File: src/rtl/efl_pkg.sv
// Shared constants and types for the extent free-list allocator.
// No dependencies; every other file imports this package.
package efl_pkg;

	localparam int MAX_EXTENTS_DEF = 32;
	localparam int ITEM_BITS_DEF   = 16;
	localparam longint unsigned RESET_COUNT = 64'd65536;

	typedef logic [2:0] status_t;

	localparam status_t ST_OK           = 3'd0;
	localparam status_t ST_EMPTY        = 3'd1;
	localparam status_t ST_ALREADY_FREE = 3'd2;
	localparam status_t ST_OUT_OF_RANGE = 3'd3;
	localparam status_t ST_TABLE_FULL   = 3'd4;

endpackage

File: src/rtl/efl_req_if.sv
// Request channel of the extent free-list allocator: allocate or free one item.
// Depends on efl_pkg.
interface efl_req_if
	import efl_pkg::*;
#(
	parameter int ITEM_BITS = ITEM_BITS_DEF
);
	logic                 valid;
	logic                 ready;
	logic                 kind;
	logic [ITEM_BITS-1:0] item;

	modport source (output valid, output kind, output item, input ready);
	modport sink   (input valid, input kind, input item, output ready);
endinterface

File: src/rtl/efl_rsp_if.sv
// Result channel of the extent free-list allocator: granted item, status, last extent start.
// Depends on efl_pkg.
interface efl_rsp_if
	import efl_pkg::*;
#(
	parameter int ITEM_BITS = ITEM_BITS_DEF
);
	logic                 valid;
	logic                 ready;
	logic [ITEM_BITS-1:0] granted_item;
	status_t              status;
	logic [ITEM_BITS:0]   last_extent_start;

	modport source (output valid, output granted_item, output status,
		output last_extent_start, input ready);
	modport sink   (input valid, input granted_item, input status,
		input last_extent_start, output ready);
endinterface

File: src/rtl/extent_free_list_allocator.sv
// Extent free-list allocator: sorted table of free extents in one dual-port memory.
// Depends on efl_pkg, efl_req_if and efl_rsp_if.
//
//   channel  | role | transaction
//   ---------+------+-------------------------------------------------------
//   req      | sink | kind (0 alloc, 1 free), item
//   rsp      | src  | granted_item, status, last_extent_start (one per req)
//   cfg      | in   | cfg_we/cfg_wdata: item_count, resets the table
//
// Allocate reads the first extent and shrinks it; when it empties, the later entries shift down.
// Free scans the extents in order, checks a join with the next extent when it grows one upward,
// and shifts entries when one is inserted or dropped (only a new entry is written when none
// move). Reset or an item_count write sets the table at once: entry 0 comes from a flag until
// first written, so there is no clearing pass.
// A new request is taken while the previous result waits; a stalled output holds the engine.
module extent_free_list_allocator
	import efl_pkg::*;
#(
	parameter int MAX_EXTENTS = MAX_EXTENTS_DEF,
	parameter int ITEM_BITS   = ITEM_BITS_DEF
)(
	input  logic             clk,
	input  logic             arst_n,
	efl_req_if.sink          req,
	efl_rsp_if.source        rsp,
	input  logic             cfg_we,
	input  logic [ITEM_BITS:0] cfg_wdata
);

	localparam int IDX_W = $clog2(MAX_EXTENTS);
	localparam int CNT_W = $clog2(MAX_EXTENTS + 1);
	localparam int LEN_W = ITEM_BITS + 1;

	localparam logic [LEN_W-1:0] LIMIT   = {1'b1, {ITEM_BITS{1'b0}}};
	localparam logic [LEN_W-1:0] RST_CNT =
		(RESET_COUNT > (64'd1 << ITEM_BITS)) ? LIMIT :
		(RESET_COUNT == 64'd0) ? LEN_W'(1) : LEN_W'(RESET_COUNT);
	localparam logic [CNT_W-1:0] FULL    = CNT_W'(MAX_EXTENTS);

	localparam logic [2:0] S_IDLE  = 3'd0;
	localparam logic [2:0] S_ALLOC = 3'd1;
	localparam logic [2:0] S_SCAN  = 3'd2;
	localparam logic [2:0] S_JOIN  = 3'd3;
	localparam logic [2:0] S_MOVE  = 3'd4;
	localparam logic [2:0] S_LAST  = 3'd5;
	localparam logic [2:0] S_DONE  = 3'd6;

	typedef struct packed {
		logic [ITEM_BITS-1:0] start;
		logic [LEN_W-1:0]     len;
	} entry_t;

	function automatic logic [LEN_W-1:0] clamp_count(input logic [LEN_W-1:0] v);
		logic [LEN_W-1:0] r;
		r = v;
		if (v == '0)
			r = LEN_W'(1);
		else if (v > LIMIT)
			r = LIMIT;
		return r;
	endfunction

	entry_t ext_mem_q [MAX_EXTENTS];
	entry_t rd_data_q;

	logic [2:0]           state_q;
	logic [LEN_W-1:0]     icnt_q;
	logic [CNT_W-1:0]     count_q;
	logic                 init_q;
	logic [ITEM_BITS-1:0] item_q;
	logic [ITEM_BITS-1:0] granted_q;
	status_t              status_q;
	logic [IDX_W-1:0]     i_q;
	entry_t               prev_q;
	entry_t               cur_q;
	logic                 mv_dir_q;
	logic [IDX_W-1:0]     src_q;
	logic [CNT_W-1:0]     mv_n_q;
	logic                 mv_v_q;
	logic [IDX_W-1:0]     mv_dst_q;
	logic [IDX_W-1:0]     ins_pos_q;
	logic                 out_valid_q;
	logic [ITEM_BITS-1:0] out_granted_q;
	status_t              out_status_q;
	logic [LEN_W-1:0]     out_last_q;

	logic             in_acc;
	logic             out_load;
	logic             rd_en;
	logic [IDX_W-1:0] rd_addr;
	logic             wr_en;
	logic [IDX_W-1:0] wr_addr;
	entry_t           wr_data;

	logic [LEN_W-1:0] item_x;
	logic [LEN_W-1:0] item_p1;
	logic [LEN_W-1:0] d_start_x;
	logic [LEN_W-1:0] d_end;
	logic [LEN_W-1:0] prev_end;
	logic [LEN_W-1:0] cur_end;
	logic [CNT_W-1:0] i_p1;
	logic             c_before;
	logic             c_touch_lo;
	logic             c_inside;
	logic             c_touch_hi;
	logic             prev_merge;
	logic             next_merge;
	logic             last_i;
	logic             full;

	assign req.ready = (state_q == S_IDLE);
	assign in_acc    = req.valid && req.ready;
	assign out_load  = (state_q == S_DONE) && (!out_valid_q || rsp.ready);

	assign rsp.valid             = out_valid_q;
	assign rsp.granted_item      = out_granted_q;
	assign rsp.status            = out_status_q;
	assign rsp.last_extent_start = out_last_q;

	// extent compare against the entry that just came out of memory
	always_comb begin
		item_x     = {1'b0, item_q};
		item_p1    = item_x + LEN_W'(1);
		d_start_x  = {1'b0, rd_data_q.start};
		d_end      = d_start_x + rd_data_q.len;
		prev_end   = {1'b0, prev_q.start} + prev_q.len;
		cur_end    = {1'b0, cur_q.start} + cur_q.len;
		i_p1       = CNT_W'(i_q) + CNT_W'(1);
		c_before   = item_p1 < d_start_x;
		c_touch_lo = item_p1 == d_start_x;
		c_inside   = item_x < d_end;
		c_touch_hi = item_x == d_end;
		prev_merge = (i_q != '0) && (prev_end == item_x);
		next_merge = cur_end == d_start_x;
		last_i     = i_p1 == count_q;
		full       = count_q == FULL;
	end

	// memory port control
	always_comb begin
		rd_en   = 1'b0;
		rd_addr = '0;
		wr_en   = 1'b0;
		wr_addr = '0;
		wr_data = '0;
		unique case (state_q)
			S_IDLE: begin
				if (in_acc && count_q != '0 &&
					(!req.kind || {1'b0, req.item} < icnt_q)) begin
					rd_en = 1'b1;
				end
			end
			S_ALLOC: begin
				if (rd_data_q.len != LEN_W'(1)) begin
					wr_en   = 1'b1;
					wr_data = '{start: rd_data_q.start + ITEM_BITS'(1),
						len: rd_data_q.len - LEN_W'(1)};
				end
			end
			S_SCAN: begin
				// fetch the next entry ahead; it serves the join check too
				rd_en   = !last_i;
				rd_addr = IDX_W'(i_p1);
				priority if (c_before) begin
				end else if (c_touch_lo) begin
					wr_en = 1'b1;
					if (prev_merge) begin
						wr_addr = i_q - IDX_W'(1);
						wr_data = '{start: prev_q.start,
							len: prev_q.len + rd_data_q.len + LEN_W'(1)};
					end else begin
						wr_addr = i_q;
						wr_data = '{start: item_q, len: rd_data_q.len + LEN_W'(1)};
					end
				end else if (c_inside) begin
				end else if (c_touch_hi) begin
					if (last_i) begin
						wr_en   = 1'b1;
						wr_addr = i_q;
						wr_data = '{start: rd_data_q.start,
							len: rd_data_q.len + LEN_W'(1)};
					end
				end else begin
				end
			end
			S_JOIN: begin
				wr_en   = 1'b1;
				wr_addr = i_q;
				wr_data = next_merge ?
					entry_t'{start: cur_q.start, len: cur_q.len + rd_data_q.len} : cur_q;
			end
			S_MOVE: begin
				if (mv_v_q) begin
					wr_en   = 1'b1;
					wr_addr = mv_dst_q;
					wr_data = rd_data_q;
				end else if (mv_n_q == '0 && mv_dir_q) begin
					wr_en   = 1'b1;
					wr_addr = ins_pos_q;
					wr_data = '{start: item_q, len: LEN_W'(1)};
				end
				if (mv_n_q != '0) begin
					rd_en   = 1'b1;
					rd_addr = src_q;
				end
			end
			S_LAST: begin
				rd_en   = 1'b1;
				rd_addr = IDX_W'(count_q - CNT_W'(1));
			end
			S_DONE: begin
			end
			default: begin
			end
		endcase
	end

	// extent table; entry 0 comes from the init flag until first written
	always_ff @(posedge clk) begin
		if (wr_en)
			ext_mem_q[wr_addr] <= wr_data;
		if (rd_en) begin
			if (init_q && rd_addr == '0)
				rd_data_q <= '{start: '0, len: icnt_q};
			else
				rd_data_q <= ext_mem_q[rd_addr];
		end
	end

	always_ff @(posedge clk or negedge arst_n) begin
		if (!arst_n) begin
			state_q     <= S_IDLE;
			icnt_q      <= RST_CNT;
			count_q     <= CNT_W'(1);
			init_q      <= 1'b1;
			mv_v_q      <= 1'b0;
			out_valid_q <= 1'b0;
		end else begin
			if (wr_en && wr_addr == '0)
				init_q <= 1'b0;
			if (out_valid_q && rsp.ready && !out_load)
				out_valid_q <= 1'b0;

			unique case (state_q)
				S_IDLE: begin
					if (in_acc) begin
						item_q    <= req.item;
						granted_q <= '0;
						status_q  <= ST_OK;
						i_q       <= '0;
						if (!req.kind) begin
							if (count_q == '0) begin
								status_q <= ST_EMPTY;
								state_q  <= S_LAST;
							end else begin
								state_q <= S_ALLOC;
							end
						end else if ({1'b0, req.item} >= icnt_q) begin
							status_q <= ST_OUT_OF_RANGE;
							state_q  <= S_LAST;
						end else if (count_q == '0) begin
							mv_dir_q  <= 1'b1;
							mv_n_q    <= '0;
							ins_pos_q <= '0;
							state_q   <= S_MOVE;
						end else begin
							state_q <= S_SCAN;
						end
					end
				end
				S_ALLOC: begin
					granted_q <= rd_data_q.start;
					if (rd_data_q.len == LEN_W'(1)) begin
						// first extent emptied: drop it
						mv_dir_q <= 1'b0;
						src_q    <= IDX_W'(1);
						mv_n_q   <= count_q - CNT_W'(1);
						state_q  <= S_MOVE;
					end else begin
						state_q <= S_LAST;
					end
				end
				S_SCAN: begin
					priority if (c_before) begin
						if (full) begin
							status_q <= ST_TABLE_FULL;
							state_q  <= S_LAST;
						end else begin
							mv_dir_q  <= 1'b1;
							src_q     <= IDX_W'(count_q - CNT_W'(1));
							mv_n_q    <= count_q - CNT_W'(i_q);
							ins_pos_q <= i_q;
							state_q   <= S_MOVE;
						end
					end else if (c_touch_lo) begin
						if (prev_merge) begin
							mv_dir_q <= 1'b0;
							src_q    <= IDX_W'(i_p1);
							mv_n_q   <= count_q - i_p1;
							state_q  <= S_MOVE;
						end else begin
							state_q <= S_LAST;
						end
					end else if (c_inside) begin
						status_q <= ST_ALREADY_FREE;
						state_q  <= S_LAST;
					end else if (c_touch_hi) begin
						if (last_i) begin
							state_q <= S_LAST;
						end else begin
							cur_q   <= '{start: rd_data_q.start,
								len: rd_data_q.len + LEN_W'(1)};
							state_q <= S_JOIN;
						end
					end else begin
						prev_q <= rd_data_q;
						if (last_i) begin
							if (full) begin
								status_q <= ST_TABLE_FULL;
								state_q  <= S_LAST;
							end else begin
								mv_dir_q  <= 1'b1;
								mv_n_q    <= '0;
								ins_pos_q <= IDX_W'(count_q);
								state_q   <= S_MOVE;
							end
						end else begin
							i_q <= i_q + IDX_W'(1);
						end
					end
				end
				S_JOIN: begin
					if (next_merge) begin
						mv_dir_q <= 1'b0;
						src_q    <= IDX_W'(i_p1 + CNT_W'(1));
						mv_n_q   <= count_q - i_p1 - CNT_W'(1);
						state_q  <= S_MOVE;
					end else begin
						state_q <= S_LAST;
					end
				end
				S_MOVE: begin
					if (mv_n_q != '0) begin
						mv_v_q   <= 1'b1;
						mv_n_q   <= mv_n_q - CNT_W'(1);
						src_q    <= mv_dir_q ? src_q - IDX_W'(1) : src_q + IDX_W'(1);
						mv_dst_q <= mv_dir_q ? src_q + IDX_W'(1) : src_q - IDX_W'(1);
					end else begin
						mv_v_q <= 1'b0;
						if (!mv_v_q) begin
							count_q <= mv_dir_q ? count_q + CNT_W'(1) : count_q - CNT_W'(1);
							state_q <= S_LAST;
						end
					end
				end
				S_LAST: begin
					state_q <= S_DONE;
				end
				S_DONE: begin
					if (out_load) begin
						out_valid_q   <= 1'b1;
						out_granted_q <= granted_q;
						out_status_q  <= status_q;
						out_last_q    <= (count_q != '0) ? {1'b0, rd_data_q.start} : icnt_q;
						state_q       <= S_IDLE;
					end
				end
				default: begin
					state_q <= S_IDLE;
				end
			endcase

			if (cfg_we) begin
				icnt_q  <= clamp_count(cfg_wdata);
				count_q <= CNT_W'(1);
				init_q  <= 1'b1;
			end
		end
	end

	a_count_bound: assert property (@(posedge clk) disable iff (!arst_n)
		count_q <= FULL)
		else $error("extent count above table size");

	a_port_conflict: assert property (@(posedge clk) disable iff (!arst_n)
		(rd_en && wr_en) |-> (rd_addr != wr_addr))
		else $error("memory read and write hit the same entry");

	a_empty_alloc: assert property (@(posedge clk) disable iff (!arst_n)
		(in_acc && !req.kind && count_q == '0 && !cfg_we) |=> (status_q == ST_EMPTY))
		else $error("allocate on empty table not flagged");

	a_full_flag: assert property (@(posedge clk) disable iff (!arst_n)
		(out_load && status_q == ST_TABLE_FULL) |-> (count_q == FULL))
		else $error("table_full reported with room left");

	a_insert_room: assert property (@(posedge clk) disable iff (!arst_n)
		(state_q == S_MOVE && mv_dir_q && mv_n_q == '0 && !mv_v_q) |-> (count_q < FULL))
		else $error("insert into a full table");

endmodule

File: src/flat_wrapper.sv
// flat-port wrapper written by rule: the top's interface ports become plain ports
module extent_free_list_allocator_flat import efl_pkg::*;
#(
	parameter int MAX_EXTENTS = MAX_EXTENTS_DEF,
	parameter int ITEM_BITS   = ITEM_BITS_DEF
)
  (clk, arst_n, cfg_we, cfg_wdata, req_valid, req_kind, req_item, req_ready, rsp_valid, rsp_granted_item, rsp_status, rsp_last_extent_start, rsp_ready);
  efl_req_if #(.ITEM_BITS(ITEM_BITS)) req_i ();
  efl_rsp_if #(.ITEM_BITS(ITEM_BITS)) rsp_i ();
  input  logic clk;
  input  logic arst_n;
  input  logic cfg_we;
  input  logic [ITEM_BITS:0] cfg_wdata;
  input wire logic [$bits(req_i.valid)-1:0] req_valid;
  input wire logic [$bits(req_i.kind)-1:0] req_kind;
  input wire logic [$bits(req_i.item)-1:0] req_item;
  output wire logic [$bits(req_i.ready)-1:0] req_ready;
  output wire logic [$bits(rsp_i.valid)-1:0] rsp_valid;
  output wire logic [$bits(rsp_i.granted_item)-1:0] rsp_granted_item;
  output wire logic [$bits(rsp_i.status)-1:0] rsp_status;
  output wire logic [$bits(rsp_i.last_extent_start)-1:0] rsp_last_extent_start;
  input wire logic [$bits(rsp_i.ready)-1:0] rsp_ready;
  assign req_i.valid = req_valid;
  assign req_i.kind = req_kind;
  assign req_i.item = req_item;
  assign req_ready = req_i.ready;
  assign rsp_valid = rsp_i.valid;
  assign rsp_granted_item = rsp_i.granted_item;
  assign rsp_status = rsp_i.status;
  assign rsp_last_extent_start = rsp_i.last_extent_start;
  assign rsp_i.ready = rsp_ready;
  extent_free_list_allocator #(.MAX_EXTENTS(MAX_EXTENTS), .ITEM_BITS(ITEM_BITS)) u_core (.clk(clk), .arst_n(arst_n), .req(req_i), .rsp(rsp_i), .cfg_we(cfg_we), .cfg_wdata(cfg_wdata));
endmodule
File: config.mk
export PLATFORM = sky130hd
export DESIGN_NAME = extent_free_list_allocator_flat
export DESIGN_NICKNAME = d
export VERILOG_FILES = /design/src/rtl/efl_pkg.sv /design/src/rtl/efl_req_if.sv /design/src/rtl/efl_rsp_if.sv /design/src/rtl/extent_free_list_allocator.sv /design/src/flat_wrapper.sv
export SDC_FILE = /design/constraint.sdc
export NUM_CORES = 2
export LEC_CHECK = 0
export CAP_MARGIN = 30
export CORE_MARGIN = 2
export CORE_UTILIZATION = 35
export DETAILED_ROUTE_END_ITERATION = 8
export DONT_BUFFER_PORTS = 1
export PLACE_DENSITY_LB_ADDON = 0.3
export SLEW_MARGIN = 20
export SYNTH_ARGS = -nofsm -noshare
export SYNTH_HDL_FRONTEND = slang
export SYNTH_SLANG_ARGS = --single-unit
File: constraint.sdc
create_clock -name clk -period 16.6 [get_ports clk]
set_clock_uncertainty 0.15 [all_clocks]
set_input_delay 0.83 -clock clk [delete_from_list [all_inputs] [get_ports clk]]
set_output_delay 0.83 -clock clk [all_outputs]
set_load 0.005 [all_outputs]
==> out/qor.csv <==
metric;value;unit
postRouteAntennaNets;0;
rows;151;
drive_above_1_share;0.09479;
fillers;15873;
grt_usage;0.2163;
start_util;0.3518;
cts-resized-gates;0;
cts_htree_levels;4;
tightest_slew;1.139;ns
grt_overflow;0;
instances_no_fill;7401;
fin_setup_tns;0;ns
postCtsSetupBuffers;0;
cts_buffers;139;
drcViolationCount;0;
crit_required;16.92;ns
critPathSlowestCell;or3b_1;
p_leak;0.02352;uW
drv_cap;0;
reg2reg_setup_slack;9.42;ns
nets;5262;
critPathMaxFanout;13;
endpoint;u_core.ext_mem_q[14][12];
die_h;416.3;um
clkSinkCount;1282;
hpwl;122200;um
critPathLaunchType;flip-flop;
yosys_warnings;0;
postSynthCellCount;5059;
vias;42363;
clock_latency;0.79;ns
cts_buffer_depth;3;
syn_avg_cell_area;11.76;um2
fin_crit_sh;0.4326;
grt_max_degree;142;
post-route-min-period;7.181;ns
final-hold-violation-count;0;
wirelength;191400;um
timing.rr.start;u_core.rd_data_q[1];
syn_nets;5256;
synth.cell_area;0.05949;mm2
clk_pin_slew_worst_paths;0.06;ns
place_congestion;0.9043;
fp.dieW;416.3;um
reg2reg_to;u_core.ext_mem_q[14][12];
syn_to_final_growth;13.91;%
worstPathCellList;ha_1 > a21o_1 > a21oi_1 > nor2b_1 > o21a_1 > nor3_1 > o31ai_1 > o41a_1 > a211o_1 > a21oi_1 > xor2_1 > ha_1 > nand4_1 > nor2_1 > and3_1 > nand3_1 > nor4_2 > nand2_1 > nand3b_1 > or3b_1 > nor2_4 > buf_16 > buf_16;
rr_worst_depth;23;
cts_tree;yes;
cp_data_arrival_time;7.50;ns
fp.coreArea;0.1691;mm2
drt_first_pass_iters;6;
ys_async_sr_fraction;0.02262;
max-vdd-ir-drop;0.1398;mV
dp_cells;7107;
synth_cell_types;98;
setup-violations-final;0;
drv_slew;0;
cts_root_buf;clkbuf_16;
grt_pass1_vias;39772;
post_drt_wl_per_cell;25.87;um
end_kind;flip-flop;
dieArea;0.1733;mm2
fmax;139.3;MHz
grt_pass1_wl;278600;um
startpoint;u_core.rd_data_q[1];
ys_ff_latch;1282;
hold_buffers;27;
hold_path_class;input port to flip-flop;
synth_edf_count;1253;
yosysSeqAreaShare;0.6447;
antenna_found_initial;8;
synth_top_flop_cell;edfxtp_1;
rsz0062_at_grt;no;
p_per_area;196.4;mW/mm2
io_pins;77;
viasPerCell;5.724;
port_buffers;0;
critical_path.max_stage_delay;0.74;ns
max-slew-margin-rel;0.2360;
drt-initial-drc-count;5099;
critPathKind;flip-flop to flip-flop;
status;finished clean;
## layout by cell type, fill, tap and decap left out, types with 13 or more instances in the layout
master,instances
dlygate4sd3_1,26
clkbuf_1,31
o22ai_1,28
a222oi_1,13
mux2i_1,21
o211ai_1,22
ha_1,151
o31ai_1,18
edfxtp_1,1253
buf_4,116
xor2_1,62
nand2_1,1213
nand3_1,379
dfrtp_1,26
nor4_1,20
nand4_1,30
a21o_1,30
and2_1,15
and3_1,106
nor3_1,89
inv_1,84
or3_1,21
a211oi_1,37
nor2_1,145
xnor2_1,90
a22oi_1,35
clkinv_2,19
a221oi_1,13
a31oi_1,79
o21a_1,16
nor2b_1,20
a311oi_1,106
nor2_4,27
mux2_2,26
a21oi_1,198
clkbuf_16,141
clkinv_1,36
nand2b_1,15
o21ai_0,132
## cells in the mapped netlist, drive strengths merged, types with 90 or more instances
master,number,area share
nor2,174,0.011
edfxtp,1253,0.63
a21oi,201,0.017
o21ai,152,0.013
nand2,1213,0.077
xnor2,90,0.013
clkbuf,208,0.013
nor3,102,0.0088
ha,151,0.032
buf,99,0.0074
a311oi,107,0.016
and3,106,0.011
nand3,381,0.032
## flip-flops by register name, summed over array words and instances, names as in the netlist, 3 cells and up
signal / flops
u_core.cur_q: 33
u_core.ins_pos_q: 5
u_core.rsp.status: 3
u_core.icnt_q: 17
u_core.state_q: 3
u_core.rsp.granted_item: 16
u_core.rsp.last_extent_start: 17
u_core.rd_data_q: 17
u_core.src_q: 5
u_core.ext_mem_q: 1056
u_core.mv_dst_q: 5
u_core.prev_q: 33
u_core.status_q: 3
u_core.item_q: 16
u_core.granted_q: 16
u_core.d_start_x: 16
u_core.i_q: 5
u_core.count_q: 6
u_core.mv_n_q: 6
## where the power goes
group          switching (uW)  total, uW  internal [uW]
Combinational            4090       5660           1570
Sequential                271       4630           4360
Clock                    1340       3020           1680
## logic make-up (layout without fill, tap and decap cells)
group,Yosys count,after routing,share of synthesized area
AND/OR/NAND/NOR,2150,2150,0.1602
adder cells (fa/ha/maj),159,159,0.03428
buffers and inverters,391,512,0.02591
AO/OA/AOI/OAI,864,864,0.09874
other,0,3,0
multiplexers,59,59,0.01300
XOR/XNOR,154,154,0.02313
flip-flops,1282,1282,0.6447
## worst min path at each step
stage	from	endpoint	slack, ns	depth (start not counted)
floorplan	u_core.granted_q[0]	u_core.rsp.granted_item[0]	0.25	0
global placement	u_core.granted_q[12]	u_core.rsp.granted_item[12]	0.25	0
detailed placement	u_core.granted_q[10]	u_core.rsp.granted_item[10]	0.25	0
CTS	cfg_wdata[9]	u_core.icnt_q[9]	0.005	2
global route	cfg_wdata[9]	u_core.icnt_q[9]	0.03	2
finish	cfg_wdata[9]	u_core.icnt_q[9]	0.06	2
## per-stage QoR
| stage | setup WS [ns] | hold WS [ns] | area (um2) | total power (uW) | util |
|---|---|---|---|---|---|
| 2_1_floorplan | 8.903 | 0.2503 | 59490 | 7830 | - |
| 3_3_place_gp | 8.779 | 0.2514 | 62560 | 10180 | 0.3700 |
| 3_5_place_dp | 9.071 | 0.2545 | 62930 | 10230 | 0.3721 |
| 4_1_cts | 9.109 | 0.005072 | 67610 | 13260 | 0.3999 |
| 5_1_grt | 9.002 | 0.03156 | 67760 | 13900 | 0.4007 |
| 6_report | 9.419 | 0.05524 | 67770 | 13310 | 0.4008 |
## metal layers
layer | vias to the layer above | global-route usage | wire (um)
met3 | 335 | 0.03190 | 14790
met1 | 21226 | 0.3049 | 81410
met5 | - | 0 | 20
met4 | 2 | 0.08586 | 7639
li1 | 18867 | - | -
met2 | 1933 | 0.3358 | 87570
## final cells by class
class | count | area, um2 | share of cell area
Multi-Input combinational cell | 3386 | 20160 | 0.2975
Tap cell | 2218 | 2775 | 0.04095
Clock buffer | 173 | 3659 | 0.05398
Timing Repair Buffer | 172 | 1748 | 0.02579
Antenna cell | 3 | 7.507 | 0.0001108
Inverter | 84 | 315.3 | 0.004653
Clock inverter | 83 | 748.2 | 0.01104
Sequential cell | 1282 | 38360 | 0.5660
## worst max-delay path, delay by kind of cell (launching register included)
kind	cells	cell delay, ns
AND/OR/NAND/NOR	11	3.28
buffers and inverters	2	0.38
adder cells (fa/ha/maj)	2	0.65
AO/OA/AOI/OAI	7	1.61
XOR/XNOR	1	0.10
flip-flops	1	0.67
Power figures use the tool's default switching activity.
